[src/bra_pkg.sv]
// bra_pkg: shared constants, op and status codes, word scan result type
// for the bitmap run allocator. no dependencies.
`default_nettype none
package bra_pkg;

  localparam int MAP_WORDS = 32;
  localparam int WORD_BITS = 32;
  localparam int OFF_W     = $clog2(WORD_BITS);
  localparam int POS_W     = 10;
  localparam int ADDR_W    = POS_W - OFF_W;
  localparam int CNT_W     = 11;
  localparam int OP_W      = 3;
  localparam int ST_W      = 2;
  localparam int CFG_W     = 6;
  localparam int LEAD_W    = OFF_W + 1;

  // operation codes
  localparam logic [OP_W-1:0] OP_SEARCH    = 3'd0;
  localparam logic [OP_W-1:0] OP_SET_BIT   = 3'd1;
  localparam logic [OP_W-1:0] OP_CLR_BIT   = 3'd2;
  localparam logic [OP_W-1:0] OP_SET_RANGE = 3'd3;
  localparam logic [OP_W-1:0] OP_CLR_RANGE = 3'd4;
  localparam logic [OP_W-1:0] OP_SET_ALL   = 3'd5;
  localparam logic [OP_W-1:0] OP_CLR_ALL   = 3'd6;

  // status codes
  localparam logic [ST_W-1:0] ST_DONE   = 2'd0;
  localparam logic [ST_W-1:0] ST_REJECT = 2'd1;
  localparam logic [ST_W-1:0] ST_NORUN  = 2'd2;

  // outcome of scanning one map word
  typedef struct packed {
    logic              found;
    logic              at_run_start;
    logic [OFF_W-1:0]  hit_off;
    logic              all_clear;
    logic [LEAD_W-1:0] trail;
  } scan_res_t;

endpackage
`default_nettype wire

[src/bitmap_run_allocator_top.sv]
// bitmap_run_allocator_top: bitmap map memory, operation sequencer and run search.
// depends on bra_pkg and bra_word_scan.
// search: one map word per cycle from the start word, strobed on a found run or
//   at the last word in use (at most 32 words); ranges: a masked rewrite of each
//   word touched; set/clear all: fill words in use; rejects strobe next cycle.
// the word scan unit and the single map read port set the one-word-per-cycle pace.
// reset: map reads all clear through per-word valid flags, no clearing pass;
//   words_in_use returns to 32. results are strobed and cannot be stalled.
`default_nettype none
module bitmap_run_allocator_top (
  input  logic                       clk,
  input  logic                       rst,
  input  logic                       start,
  output logic                       busy,
  input  logic [bra_pkg::OP_W-1:0]   op,
  input  logic [bra_pkg::POS_W-1:0]  start_bit,
  input  logic [bra_pkg::CNT_W-1:0]  bit_count,
  input  logic                       cfg_valid,
  output logic                       cfg_ready,
  input  logic [bra_pkg::CFG_W-1:0]  cfg_data,
  output logic                       result_valid,
  output logic [bra_pkg::ST_W-1:0]   status,
  output logic [bra_pkg::POS_W-1:0]  position
);
  import bra_pkg::*;

  typedef enum logic [1:0] {S_IDLE, S_SCAN, S_RMW, S_FILL} state_t;

  state_t                state;
  logic [CFG_W-1:0]      words_in_use;
  logic [CFG_W-1:0]      used;
  logic [CNT_W-1:0]      size;
  logic [ADDR_W-1:0]     last_word;
  logic [CNT_W:0]        end_sum;
  logic [POS_W-1:0]      end_pos;
  logic                  search_bad;
  logic                  range_bad;

  logic [OP_W-1:0]       op_q;
  logic [POS_W-1:0]      start_q;
  logic [POS_W-1:0]      end_q;
  logic [CNT_W-1:0]      cnt_q;
  logic                  set_q;
  logic                  first;
  logic [ADDR_W-1:0]     word_idx;
  logic [CNT_W-1:0]      carry;
  logic [POS_W-1:0]      run_start;
  logic [CNT_W-1:0]      carry_next;
  logic [CNT_W-1:0]      run_start_next;

  logic [WORD_BITS-1:0]  mem [MAP_WORDS];
  logic [MAP_WORDS-1:0]  word_valid;
  logic [WORD_BITS-1:0]  rd_q;
  logic                  rd_vld;
  logic [ADDR_W-1:0]     rd_addr;
  logic [WORD_BITS-1:0]  word;
  logic                  mem_we;
  logic [WORD_BITS-1:0]  mem_wdata;
  logic [WORD_BITS-1:0]  mask;
  logic [OFF_W-1:0]      lo_off;
  logic [OFF_W-1:0]      hi_off;

  scan_res_t             res;

  // configuration register
  assign cfg_ready = ~busy;

  always_ff @(posedge clk) begin
    if (rst) begin
      words_in_use <= CFG_W'(32);
    end else if (cfg_valid && cfg_ready) begin
      words_in_use <= cfg_data;
    end
  end

  // map geometry from the word count
  assign used      = (words_in_use > CFG_W'(MAP_WORDS)) ? CFG_W'(MAP_WORDS) : words_in_use;
  assign size      = {used, {OFF_W{1'b0}}};
  assign last_word = ADDR_W'(used - CFG_W'(1));

  // request checks at accept
  assign end_sum    = {1'b0, CNT_W'(start_bit)} + {1'b0, bit_count};
  assign end_pos    = POS_W'(end_sum - (CNT_W+1)'(1));
  assign range_bad  = end_sum >= {1'b0, size};
  assign search_bad = (bit_count == '0) || (bit_count >= size) ||
                      (CNT_W'(start_bit) >= size);

  // map memory, one read and one write port, read data registered
  assign rd_addr = (state == S_IDLE) ? start_bit[POS_W-1:OFF_W] : word_idx + ADDR_W'(1);

  always_ff @(posedge clk) begin
    if (mem_we) mem[word_idx] <= mem_wdata;
    rd_q   <= mem[rd_addr];
    rd_vld <= word_valid[rd_addr];
  end

  always_ff @(posedge clk) begin
    if (rst) begin
      word_valid <= '0;
    end else if (mem_we) begin
      word_valid[word_idx] <= 1'b1;
    end
  end

  assign word = rd_vld ? rd_q : '0;

  // range mask for the current word
  assign lo_off = (word_idx == start_q[POS_W-1:OFF_W]) ? start_q[OFF_W-1:0] : '0;
  assign hi_off = (word_idx == end_q[POS_W-1:OFF_W]) ? end_q[OFF_W-1:0] : '1;

  always_comb begin
    for (int j = 0; j < WORD_BITS; j++) begin
      mask[WORD_BITS-1-j] = (OFF_W'(j) >= lo_off) && (OFF_W'(j) <= hi_off);
    end
  end

  // write side: masked read-modify-write or whole-word fill
  assign mem_we = (state == S_RMW) || (state == S_FILL);

  always_comb begin
    if (state == S_FILL) begin
      mem_wdata = {WORD_BITS{set_q}};
    end else if (set_q) begin
      mem_wdata = word | mask;
    end else begin
      mem_wdata = word & ~mask;
    end
  end

  // word scan unit for the run search
  bra_word_scan u_scan (
    .word   (word),
    .first  (first),
    .offset (start_q[OFF_W-1:0]),
    .carry  (carry),
    .cnt    (cnt_q),
    .res    (res)
  );

  // run carry and run start into the next word
  assign carry_next     = res.all_clear ? carry + CNT_W'(WORD_BITS) : CNT_W'(res.trail);
  assign run_start_next = {1'b0, word_idx, {OFF_W{1'b0}}} + CNT_W'(WORD_BITS)
                          - CNT_W'(res.trail);

  // sequencer, state and registered outputs
  always_ff @(posedge clk) begin
    if (rst) begin
      state        <= S_IDLE;
      busy         <= 1'b0;
      result_valid <= 1'b0;
    end else begin
      case (state)
        S_IDLE: begin
          if (start) begin
            op_q      <= op;
            start_q   <= start_bit;
            end_q     <= ((op == OP_SET_BIT) || (op == OP_CLR_BIT)) ? start_bit : end_pos;
            cnt_q     <= bit_count;
            set_q     <= (op == OP_SET_BIT) || (op == OP_SET_RANGE) || (op == OP_SET_ALL);
            first     <= 1'b1;
            word_idx  <= ((op == OP_SET_ALL) || (op == OP_CLR_ALL)) ? '0
                                                                     : start_bit[POS_W-1:OFF_W];
            carry     <= '0;
            run_start <= {start_bit[POS_W-1:OFF_W], {OFF_W{1'b0}}};
            position  <= '0;
            case (op)
              OP_SEARCH: begin
                if (search_bad) begin
                  result_valid <= 1'b1;
                  status       <= ST_NORUN;
                end else begin
                  result_valid <= 1'b0;
                  state        <= S_SCAN;
                  busy         <= 1'b1;
                end
              end
              OP_SET_BIT, OP_CLR_BIT: begin
                if (CNT_W'(start_bit) >= size) begin
                  result_valid <= 1'b1;
                  status       <= ST_REJECT;
                end else begin
                  result_valid <= 1'b0;
                  state        <= S_RMW;
                  busy         <= 1'b1;
                end
              end
              OP_SET_RANGE, OP_CLR_RANGE: begin
                if (range_bad) begin
                  result_valid <= 1'b1;
                  status       <= ST_REJECT;
                end else if (bit_count == '0) begin
                  result_valid <= 1'b1;
                  status       <= ST_DONE;
                end else begin
                  result_valid <= 1'b0;
                  state        <= S_RMW;
                  busy         <= 1'b1;
                end
              end
              OP_SET_ALL, OP_CLR_ALL: begin
                if (used == '0) begin
                  result_valid <= 1'b1;
                  status       <= ST_DONE;
                end else begin
                  result_valid <= 1'b0;
                  state        <= S_FILL;
                  busy         <= 1'b1;
                end
              end
              default: begin
                result_valid <= 1'b1;
                status       <= ST_REJECT;
              end
            endcase
          end else begin
            result_valid <= 1'b0;
          end
        end
        S_SCAN: begin
          first <= 1'b0;
          if (res.found) begin
            result_valid <= 1'b1;
            status       <= ST_DONE;
            position     <= res.at_run_start ? run_start : {word_idx, res.hit_off};
            state        <= S_IDLE;
            busy         <= 1'b0;
          end else if (word_idx == last_word) begin
            result_valid <= 1'b1;
            status       <= ST_NORUN;
            state        <= S_IDLE;
            busy         <= 1'b0;
          end else begin
            result_valid <= 1'b0;
            word_idx     <= word_idx + ADDR_W'(1);
            carry        <= carry_next;
            if (!res.all_clear) run_start <= run_start_next[POS_W-1:0];
          end
        end
        S_RMW: begin
          if (word_idx == end_q[POS_W-1:OFF_W]) begin
            result_valid <= 1'b1;
            status       <= ST_DONE;
            state        <= S_IDLE;
            busy         <= 1'b0;
          end else begin
            result_valid <= 1'b0;
            word_idx     <= word_idx + ADDR_W'(1);
          end
        end
        S_FILL: begin
          if (word_idx == last_word) begin
            result_valid <= 1'b1;
            status       <= ST_DONE;
            state        <= S_IDLE;
            busy         <= 1'b0;
          end else begin
            result_valid <= 1'b0;
            word_idx     <= word_idx + ADDR_W'(1);
          end
        end
        default: begin
          result_valid <= 1'b0;
          state        <= S_IDLE;
          busy         <= 1'b0;
        end
      endcase
    end
  end

  // busy flag tracks the sequencer
  a_busy_state: assert property (@(posedge clk) disable iff (rst)
    busy == (state != S_IDLE))
    else $error("busy flag out of step with sequencer");

  // a search never writes the map
  a_scan_no_write: assert property (@(posedge clk) disable iff (rst)
    (state == S_SCAN) |-> !mem_we)
    else $error("map written during search");

  // the scan stays inside the words in use
  a_scan_bound: assert property (@(posedge clk) disable iff (rst)
    (state == S_SCAN) |-> (word_idx <= last_word))
    else $error("scan beyond last word in use");

  // a nonzero position only comes with a found run
  a_pos_found: assert property (@(posedge clk) disable iff (rst)
    (result_valid && (position != '0)) |-> (status == ST_DONE && op_q == OP_SEARCH))
    else $error("position reported without a found run");

  // no run only reported for a search
  a_norun_search: assert property (@(posedge clk) disable iff (rst)
    (result_valid && status == ST_NORUN) |-> (op_q == OP_SEARCH))
    else $error("no-run status for a non-search word");

endmodule
`default_nettype wire

[src/bra_word_scan.sv]
// bra_word_scan: run search over one 32-bit map word with an incoming run carry.
// depends on bra_pkg.
`default_nettype none
module bra_word_scan (
  input  logic [bra_pkg::WORD_BITS-1:0] word,
  input  logic                          first,
  input  logic [bra_pkg::OFF_W-1:0]     offset,
  input  logic [bra_pkg::CNT_W-1:0]     carry,
  input  logic [bra_pkg::CNT_W-1:0]     cnt,
  output bra_pkg::scan_res_t            res
);
  import bra_pkg::*;

  logic [WORD_BITS-1:0]   z;
  logic [2*WORD_BITS-1:0] zz;
  logic [WORD_BITS-1:0]   hit;
  logic [LEAD_W-1:0]      lead;
  logic [OFF_W-1:0]       last_set;
  logic [OFF_W-1:0]       hit_off;
  logic                   all_clear;
  logic                   lead_ok;
  logic                   hit_any;

  // clear flags in position order, positions before the start offset forced busy in the first word
  always_comb begin
    for (int j = 0; j < WORD_BITS; j++) begin
      z[j] = ~word[WORD_BITS-1-j] & (~first | (OFF_W'(j) >= offset));
    end
    zz = {{WORD_BITS{1'b0}}, z};
  end

  // leading clear count and last busy position
  always_comb begin
    lead     = LEAD_W'(WORD_BITS);
    last_set = '0;
    for (int j = WORD_BITS - 1; j >= 0; j--) begin
      if (!z[j]) lead = LEAD_W'(j);
    end
    for (int j = 0; j < WORD_BITS; j++) begin
      if (!z[j]) last_set = OFF_W'(j);
    end
  end

  assign all_clear = &z;

  // run of cnt clear positions starting at each position inside the word
  always_comb begin
    for (int j = 0; j < WORD_BITS; j++) begin
      hit[j] = 1'b1;
      for (int k = 0; k < WORD_BITS; k++) begin
        hit[j] = hit[j] & (zz[j+k] | (CNT_W'(k) >= cnt));
      end
    end
  end

  // lowest hit position
  always_comb begin
    hit_off = '0;
    for (int j = WORD_BITS - 1; j >= 0; j--) begin
      if (hit[j]) hit_off = OFF_W'(j);
    end
  end

  assign hit_any = (cnt < CNT_W'(WORD_BITS)) & (|hit);
  assign lead_ok = ({1'b0, carry} + (CNT_W+1)'(lead)) >= {1'b0, cnt};

  always_comb begin
    res.found        = lead_ok | hit_any;
    res.at_run_start = lead_ok;
    res.hit_off      = hit_off;
    res.all_clear    = all_clear;
    res.trail        = all_clear ? LEAD_W'(WORD_BITS)
                                 : {1'b0, OFF_W'(WORD_BITS - 1) - last_set};
  end

endmodule
`default_nettype wire

[config.mk]
export PLATFORM = sky130hd
export DESIGN_NAME = bitmap_run_allocator_top
export DESIGN_NICKNAME = d
export VERILOG_FILES = /design/src/bra_pkg.sv /design/src/bitmap_run_allocator_top.sv /design/src/bra_word_scan.sv
export SDC_FILE = /design/constraint.sdc
export NUM_CORES = 2
export LEC_CHECK = 0
export ABC_AREA = 1
export BUFFER_PORTS_ARGS = -buffer_cell sky130_fd_sc_hd__buf_2
export CAP_MARGIN = 20
export CORE_ASPECT_RATIO = 0.5
export CORE_MARGIN = 2
export CORE_UTILIZATION = 57
export DETAILED_ROUTE_END_ITERATION = 7
export HOLD_SLACK_MARGIN = 0.12
export MAX_ROUTING_LAYER = met4
export PLACE_DENSITY = 0.76
export SETUP_SLACK_MARGIN = 0.02
export SKIP_CTS_REPAIR_TIMING = 1
export SLEW_MARGIN = 20
export SYNTH_ARGS = -nofsm -noshare
export SYNTH_HDL_FRONTEND = slang
export SYNTH_SLANG_ARGS = --single-unit
export TNS_END_PERCENT = 50
[constraint.sdc]
create_clock -name clk -period 6.3 [get_ports clk]
set_input_delay 1.26 -clock clk [delete_from_list [all_inputs] [get_ports clk]]
set_output_delay 1.26 -clock clk [all_outputs]
set_load 0.02 [all_outputs]
# Word level (Yosys, flattened, before mapping)

Memory sizes are Yosys's and may differ from the RTL's. A register that Yosys moved wholly into a read port is not among the register bits.
Index checks and enable logic that the tools add are counted.
Widths: inputs -> output; s select.

Add/sub/neg operators: 9
Reduce and logical (&&, ||, !) cells: 59
Bitwise operators: 1625
Equality and inequality tests: 31
Muxes and demuxes: 176
Order comparisons: 137

Operators with widths:

| cell                | number |
|---|---|
| $and 1x1->1         | 1025 |
| $or 1x1->1          | 561 |
| $mux 5              | 70 |
| $mux 6              | 34 |
| $ge 5x11->1 const A | 16 |
| $ge 5x5->1 const A  | 32 |
| $mux 32             | 3 |
| $ge 4x11->1 const A | 8 |
| $ge 4x5->1 const A  | 16 |
| $le 5x5->1 const A  | 16 |
| $mux 10             | 8 |
| $or 32x32->32       | 2 |
| $ge 3x11->1 const A | 4 |
| $mux 11             | 4 |
| $ge 3x5->1 const A  | 8 |
| $le 4x5->1 const A  | 8 |
| $pmux 10 s2         | 2 |
| $mux 2              | 18 |
| $not 1->1           | 35 |
| $logic_and 1x1->1   | 34 |
| $and 32x32->32      | 1 |
| $not 32->32         | 1 |
| $pmux 2 s4          | 4 |
| $reduce_and 32->1   | 1 |
| other kinds (55)    | 126 |

Memories kept: 1
Bits in registers: 114
Input bits: 34
Memory bits (writable): 1024
Output and inout port bits: 15
Logic and storage cells: 2054

Memories:

| name | depth | width | rd ports | clocked after Yosys merged registers in | write ports | line                           | text |
|---|---|---|---|---|---|---|---|
| mem  | 32    | 32    | 1        | 1                                       | 1           | bitmap_run_allocator_top.sv:51 | `logic [WORD_BITS-1:0] mem [MAP_WORDS];` |

# Logic depth before layout (Yosys ltp)

Word-level depth: 70
Gate-level depth with buffers: 46
Mapped depth without buffers: 44

# Modules after synthesis

A second synthesis with hierarchy kept.

Cells, all modules: 5066
Area, all modules: 54005.5 sq um

By module, submodules not included:

| module                   | times used | area each (sq um) | seq. area each (sq um) | cells each |
|---|---|---|---|---|
| bitmap_run_allocator_top | 1          | 48462.7           | 34383.0                | 4033 |
| bra_word_scan            | 1          | 5542.8            | 0.0                    | 1033 |

# Worst setup path before layout

No wires, ideal clock.

Kind: reg2reg
Start: reg start_q[2]
End: reg run_start[0], enable pin
Setup slack: 0.038 ns
Required time: 5.897 ns
Library setup time: 0.403 ns
Clock period less this slack: 6.262 ns
Stages on the path, launching flop included: 44
Path buffers: 2
Arrival time: 5.858 ns
Path through: edfxtp_1 -> buf_2 -> nand2_2 -> nor2_1 -> nand2_1 -> nand2_1 -> inv_1 -> buf_2 -> a21oi_1 -> o21ai_0 -> a21oi_1 -> o21ai_0 -> a21oi_1 -> o21ai_1 -> a21oi_1 -> o21ai_1 -> a21oi_1 -> o21ai_1 -> [... 8 more ...] -> nand3_1 -> nand2_1 -> nand2_1 -> nand2_1 -> a21oi_1 -> xor2_1 -> ha_1 -> nand4_1 -> o221ai_1 -> nand3_1 -> nand2_1 -> nand2_1 -> nand2_1 -> inv_1 -> nand2_2 -> nand2_2 -> o21ai_2 -> nor4_1

Word-level cells in the longest chain between the ends: 40
Elaborated cells on any way between the ends: 1657
Classes of those cells: add/sub (1); order compare (33); eq/ne (2); mux (32); bitwise (1586); reduce/logical (3)

Ends and longest elaborated chain:

| what                                                       | line                                     | text |
|---|---|---|
| start: declaration                                         | bitmap_run_allocator_top.sv:40           | `logic [POS_W-1:0] start_q;` |
| start signal: assignment                                   | bitmap_run_allocator_top.sv:156          | `start_q <= start_bit;` |
| $ge 5x5->1 (tied with other cells)                         | bra_word_scan.sv:27                      | `z[j] = ~word[WORD_BITS-1-j] & (~first \| (OFF_W'(j) >= offset));` |
| $or 1x1->1                                                 | bra_word_scan.sv:27                      |  |
| $and 1x1->1                                                | bra_word_scan.sv:27                      |  |
| $mux 6 / $or 1x1->1 (equally long branches)                | bra_word_scan.sv:37, bra_word_scan.sv:51 |  |
| $mux 6 / $and 1x1->1 (equally long branches) (31 in a row) | bra_word_scan.sv:37, bra_word_scan.sv:51 |  |
| $add 11x6->12 / $reduce_or 32->1 (equally long branches)   | bra_word_scan.sv:65, bra_word_scan.sv:64 |  |
| $ge 12x11->1 / $and 1x1->1 (equally long branches)         | bra_word_scan.sv:65, bra_word_scan.sv:64 |  |
| $or 1x1->1                                                 | bra_word_scan.sv:68                      | `res.found = lead_ok \| hit_any;` |
| $ne 2x2->1 (no source line)                                | n/a                                      |  |
| $reduce_and 6->1 (no source line) *                        | n/a                                      |  |
| end signal: assignment                                     | bitmap_run_allocator_top.sv:164          | `run_start <= {start_bit[POS_W-1:OFF_W], {OFF_W{1'b0}}};` |
| end signal: assignment                                     | bitmap_run_allocator_top.sv:236          | `if (!res.all_clear) run_start <= run_start_next[POS_W-1:0];` |
| end: declaration                                           | bitmap_run_allocator_top.sv:47           | `logic [POS_W-1:0] run_start;` |

Every way passes the cells marked *; elsewhere a longest branch is shown, timed or not.
A chain may end at the register's enable or synchronous reset.

# Worst setup path after layout

Start: reg start_q[1]
End: reg carry[8], enable pin

Word-level cells in the longest chain between the ends: 40
Elaborated cells on any way between the ends: 1655
Classes of those cells: add/sub (1); order compare (33); eq/ne (1); mux (32); bitwise (1586); reduce/logical (2)

Ends and longest elaborated chain:

| what                                                       | line                                     | text |
|---|---|---|
| $ge 5x5->1 (tied with other cells)                         | bra_word_scan.sv:27                      |  |
| $or 1x1->1                                                 | bra_word_scan.sv:27                      |  |
| $and 1x1->1                                                | bra_word_scan.sv:27                      |  |
| $mux 6 / $or 1x1->1 (equally long branches)                | bra_word_scan.sv:37, bra_word_scan.sv:51 |  |
| $mux 6 / $and 1x1->1 (equally long branches) (31 in a row) | bra_word_scan.sv:37, bra_word_scan.sv:51 |  |
| $add 11x6->12 / $reduce_or 32->1 (equally long branches)   | bra_word_scan.sv:65, bra_word_scan.sv:64 |  |
| $ge 12x11->1 / $and 1x1->1 (equally long branches)         | bra_word_scan.sv:65, bra_word_scan.sv:64 |  |
| $or 1x1->1 *                                               | bra_word_scan.sv:68                      |  |
| $ne 2x2->1 (no source line) *                              | n/a                                      |  |
| $reduce_and 5->1 (no source line) *                        | n/a                                      |  |
| end signal: assignment                                     | bitmap_run_allocator_top.sv:235          | `carry <= carry_next;` |
| end: declaration                                           | bitmap_run_allocator_top.sv:46           | `logic [CNT_W-1:0] carry;` |

Marked as above.

==> flow_summary.toml <==
[run_status]
outcome = "completed"

[timing]
slew_violations = 0
setup_tns_ns = 0
finalHoldViolations = 0
hold_ws_ns = 0.475
slew_headroom_pct = 20.5
fin_skew_ns = 0.0557
setup_viol = 0
fmax_mhz = 172
worst_pin_slew_ns = 1.19
fin_crit_sh_pct = 92.5
layout_min_cycle_time_ns = 5.83

[route]
met3RoutedLength_mm = 26.5
vias_per_cell = 6.87
drt_iter0_markers = 7227
routedWlPerCell_um = 29.6
wl_met2_mm = 77.8
highest_layer = "met4"
vias = 42194
dr.pass1.iters = 8
drcViolationCount = 0
detail-route-antenna-nets = 0
met1Wirelength_mm = 69.4
routed_wl_mm = 182

[cts]
cts_buffer_depth = 3
worstSkewPairLatency_ns = 0.72
clk_pin_slew_ns = 0.07
numCtsBuffers = 96
cts_tree = "built"
clockRootBuffer = "clkbuf_16"
cts_max_level = 3
cts.sinks = 1170

[critical_path]
path_buf_inv = 3
crit_arrival_ns = 6.21
crit_required_ns = 6.68
r2r_cells = 43
slowest_stage = "edfxtp_1"
worstReg2RegStart = "start_q[1]"
worstSetupPathType = "flip-flop to flip-flop"
worstSetupEndpointType = "flip-flop"
reg2reg_slack_ns = 0.47
path_max_fanout = 7
crit_end = "carry[8]"
crit_cells = 43
r2r-end = "carry[8]"
critPathMaxStageDelay_ns = 0.54
cp_common_cell = "nand2_1"
critPathTopFamily = "compound AO/OA/AOI/OAI gates"
critPathLaunch = "start_q[1]"
crit_path_start_kind = "flip-flop"

[synth]
ys_seq_area_share_pct = 64.8
synth_area_um2 = 53000
ys_ff_latch = 1170
synth_fp_nets = 4909
synth_edf_count = 1095
syn_inst = 4809
syn_avg_cell_area_um2 = 11.0
synth_warnings = 0
yosys.cell_types.count = 59
synthArstFlopShare_pct = 0
synth_ff_type = "edfxtp_1"

[grt]
grt_max_degree = 197
grt_pass1_vias = 39591
antenna_found_initial = 8
grt_first_pass_wirelength_mm = 262
grt_overflow = 0
track_usage_pct = 38.4

[power_and_ir_drop]
pwr-share-clk_pct = 22.1
p_comb_share_pct = 41.6
pwr-share-seq_pct = 36.3
vdd_drop_max_uv = 542
p_leak_uw = 0.0199
net-switching-power_uw = 11200
p_int_uw = 15300
power_switching_share_pct = 42.1
powerDensity_nw_per_um2 = 454

[die]
die-area_um2 = 95600
die_w_um = 435
io_pins = 49
fp.dieH_um = 220
initial_core_util_pct = 57.3
core_um2 = 92600
fp-row-count = 79

[min_path]
min_path_cells = 2
hold_class = "flip-flop to flip-flop"

[final_layout]
drive_gt1_share_pct = 9.99
final_common_cell = "edfxtp_1"
area_growth_pct = 10.0
nNetsFinal = 4898
mostFrequentLayoutCells = "edfxtp_1 (1095), nor2_1 (760), o21ai_0 (645)"

[run]
max_cap_viol_count = 0

[place]
io_buffers = 48
place_congestion = 1.05
place_hpwl_mm = 105
-- how the worst min path moves through the flow --
stage / endpoint / slack, ns / start
6_report: word_valid[17] / 0.48 / word_valid[17]
5_1_grt: word_valid[16] / 0.50 / word_valid[16]
4_1_cts: word_valid[17] / 0.47 / word_valid[17]
3_5_place_dp: word_valid[17] / 0.45 / word_valid[17]
3_3_place_gp: word_valid[5] / 0.44 / word_valid[5]
2_1_floorplan: word_valid[10] / 0.43 / word_valid[10]
-- sequential cells by signal, indices dropped and copies added (netlist names), 5 cells and up --
register      count
position         10
word_valid       32
end_q            10
start_q          10
run_start        10
rd_q             32
cnt_q            11
mem            1024
word_idx          5
words_in_use      6
carry            11
-- stage by stage --
step / power [uW] / util, % / area (um2) / worst slack (ns) / instances
finish: 26500 / 63.0 / 58400 / 0.470 / 6139
global route: 27500 / 63.0 / 58400 / -0.00264 / 6138
CTS: 26000 / 62.8 / 58200 / 0.449 / 6123
detailed placement: 20200 / 59.6 / 55200 / 0.502 / 5948
global placement: 20000 / 59.6 / 55200 / 0.557 / 5948
floorplan: 16200 / - / 53000 / 0.0381 / 4809
-- power groups by stage --
stage / sequential (uW) / combinational [uW] / clock (uW)
after CTS: 9590 / 10500 / 5870
after global routing: 9620 / 11700 / 6170
after floorplan: 9630 / 6590 / 0
final: 9600 / 11000 / 5860
after detailed placement: 9750 / 10400 / 0
after global placement: 9750 / 10200 / 0
-- synth_stat cells (all sizes together) (12+ instances only) --
cell,n,area share (%)
inv,260,1.8
o21bai,12,0.17
nor3,29,0.31
clkbuf,257,1.8
xor2,30,0.50
a211oi,12,0.17
o211ai,47,0.67
o21ai,671,6.4
nor4,22,0.29
a221oi,32,0.54
dfxtp,75,2.8
a31oi,83,0.98
o22ai,117,1.4
ha,64,1.5
nand2,507,3.7
nor2,808,5.9
buf,59,0.56
nand3,118,1.1
edfxtp,1095,62
nand4,21,0.25
a21oi,130,1.3
o221ai,261,4.3
o2111ai,27,0.45
-- area by class of cell --
type,count,area [um2]
repair buffers,207,1610
flip-flops and latches,1170,34400
well taps,1255,1570
clock buffers,127,2560
inverters,271,1040
fillers,6895,34300
multi-input cells,3052,16700
diodes,9,22.5
clock inverters,48,450
-- cells by family (layout without fill, tap and decap cells) --
group	Yosys count	after routing	synth area share [%]
buffers and inverters	587	653	4.29
XOR/XNOR	41	41	0.677
flip-flops	1170	1170	64.8
AND/OR/NAND/NOR	1516	1516	11.7
adder cells (fa/ha/maj)	66	66	1.59
AO/OA/AOI/OAI	1424	1424	16.8
multiplexers	5	5	0.106
other	0	9	0
-- metal layers --
| layer | track usage, % | vias up |
|---|---|---|
| met5 | - | - |
| met4 | 15.9 | 0 |
| met1 | 51.3 | 20425 |
| met2 | 54.8 | 3356 |
| li1 | - | 17777 |
| met3 | 11.9 | 636 |
-- worst reg2reg max path: cells and delay by family (launching register included) --
family	cells	cell delay [ns]
compound gates	17	1.87
xor+xnor	1	0.18
fa+ha+maj	3	0.86
buf+inv	3	0.40
flops	1	0.54
simple gates	19	1.67
Power figures use the tool's default switching activity.
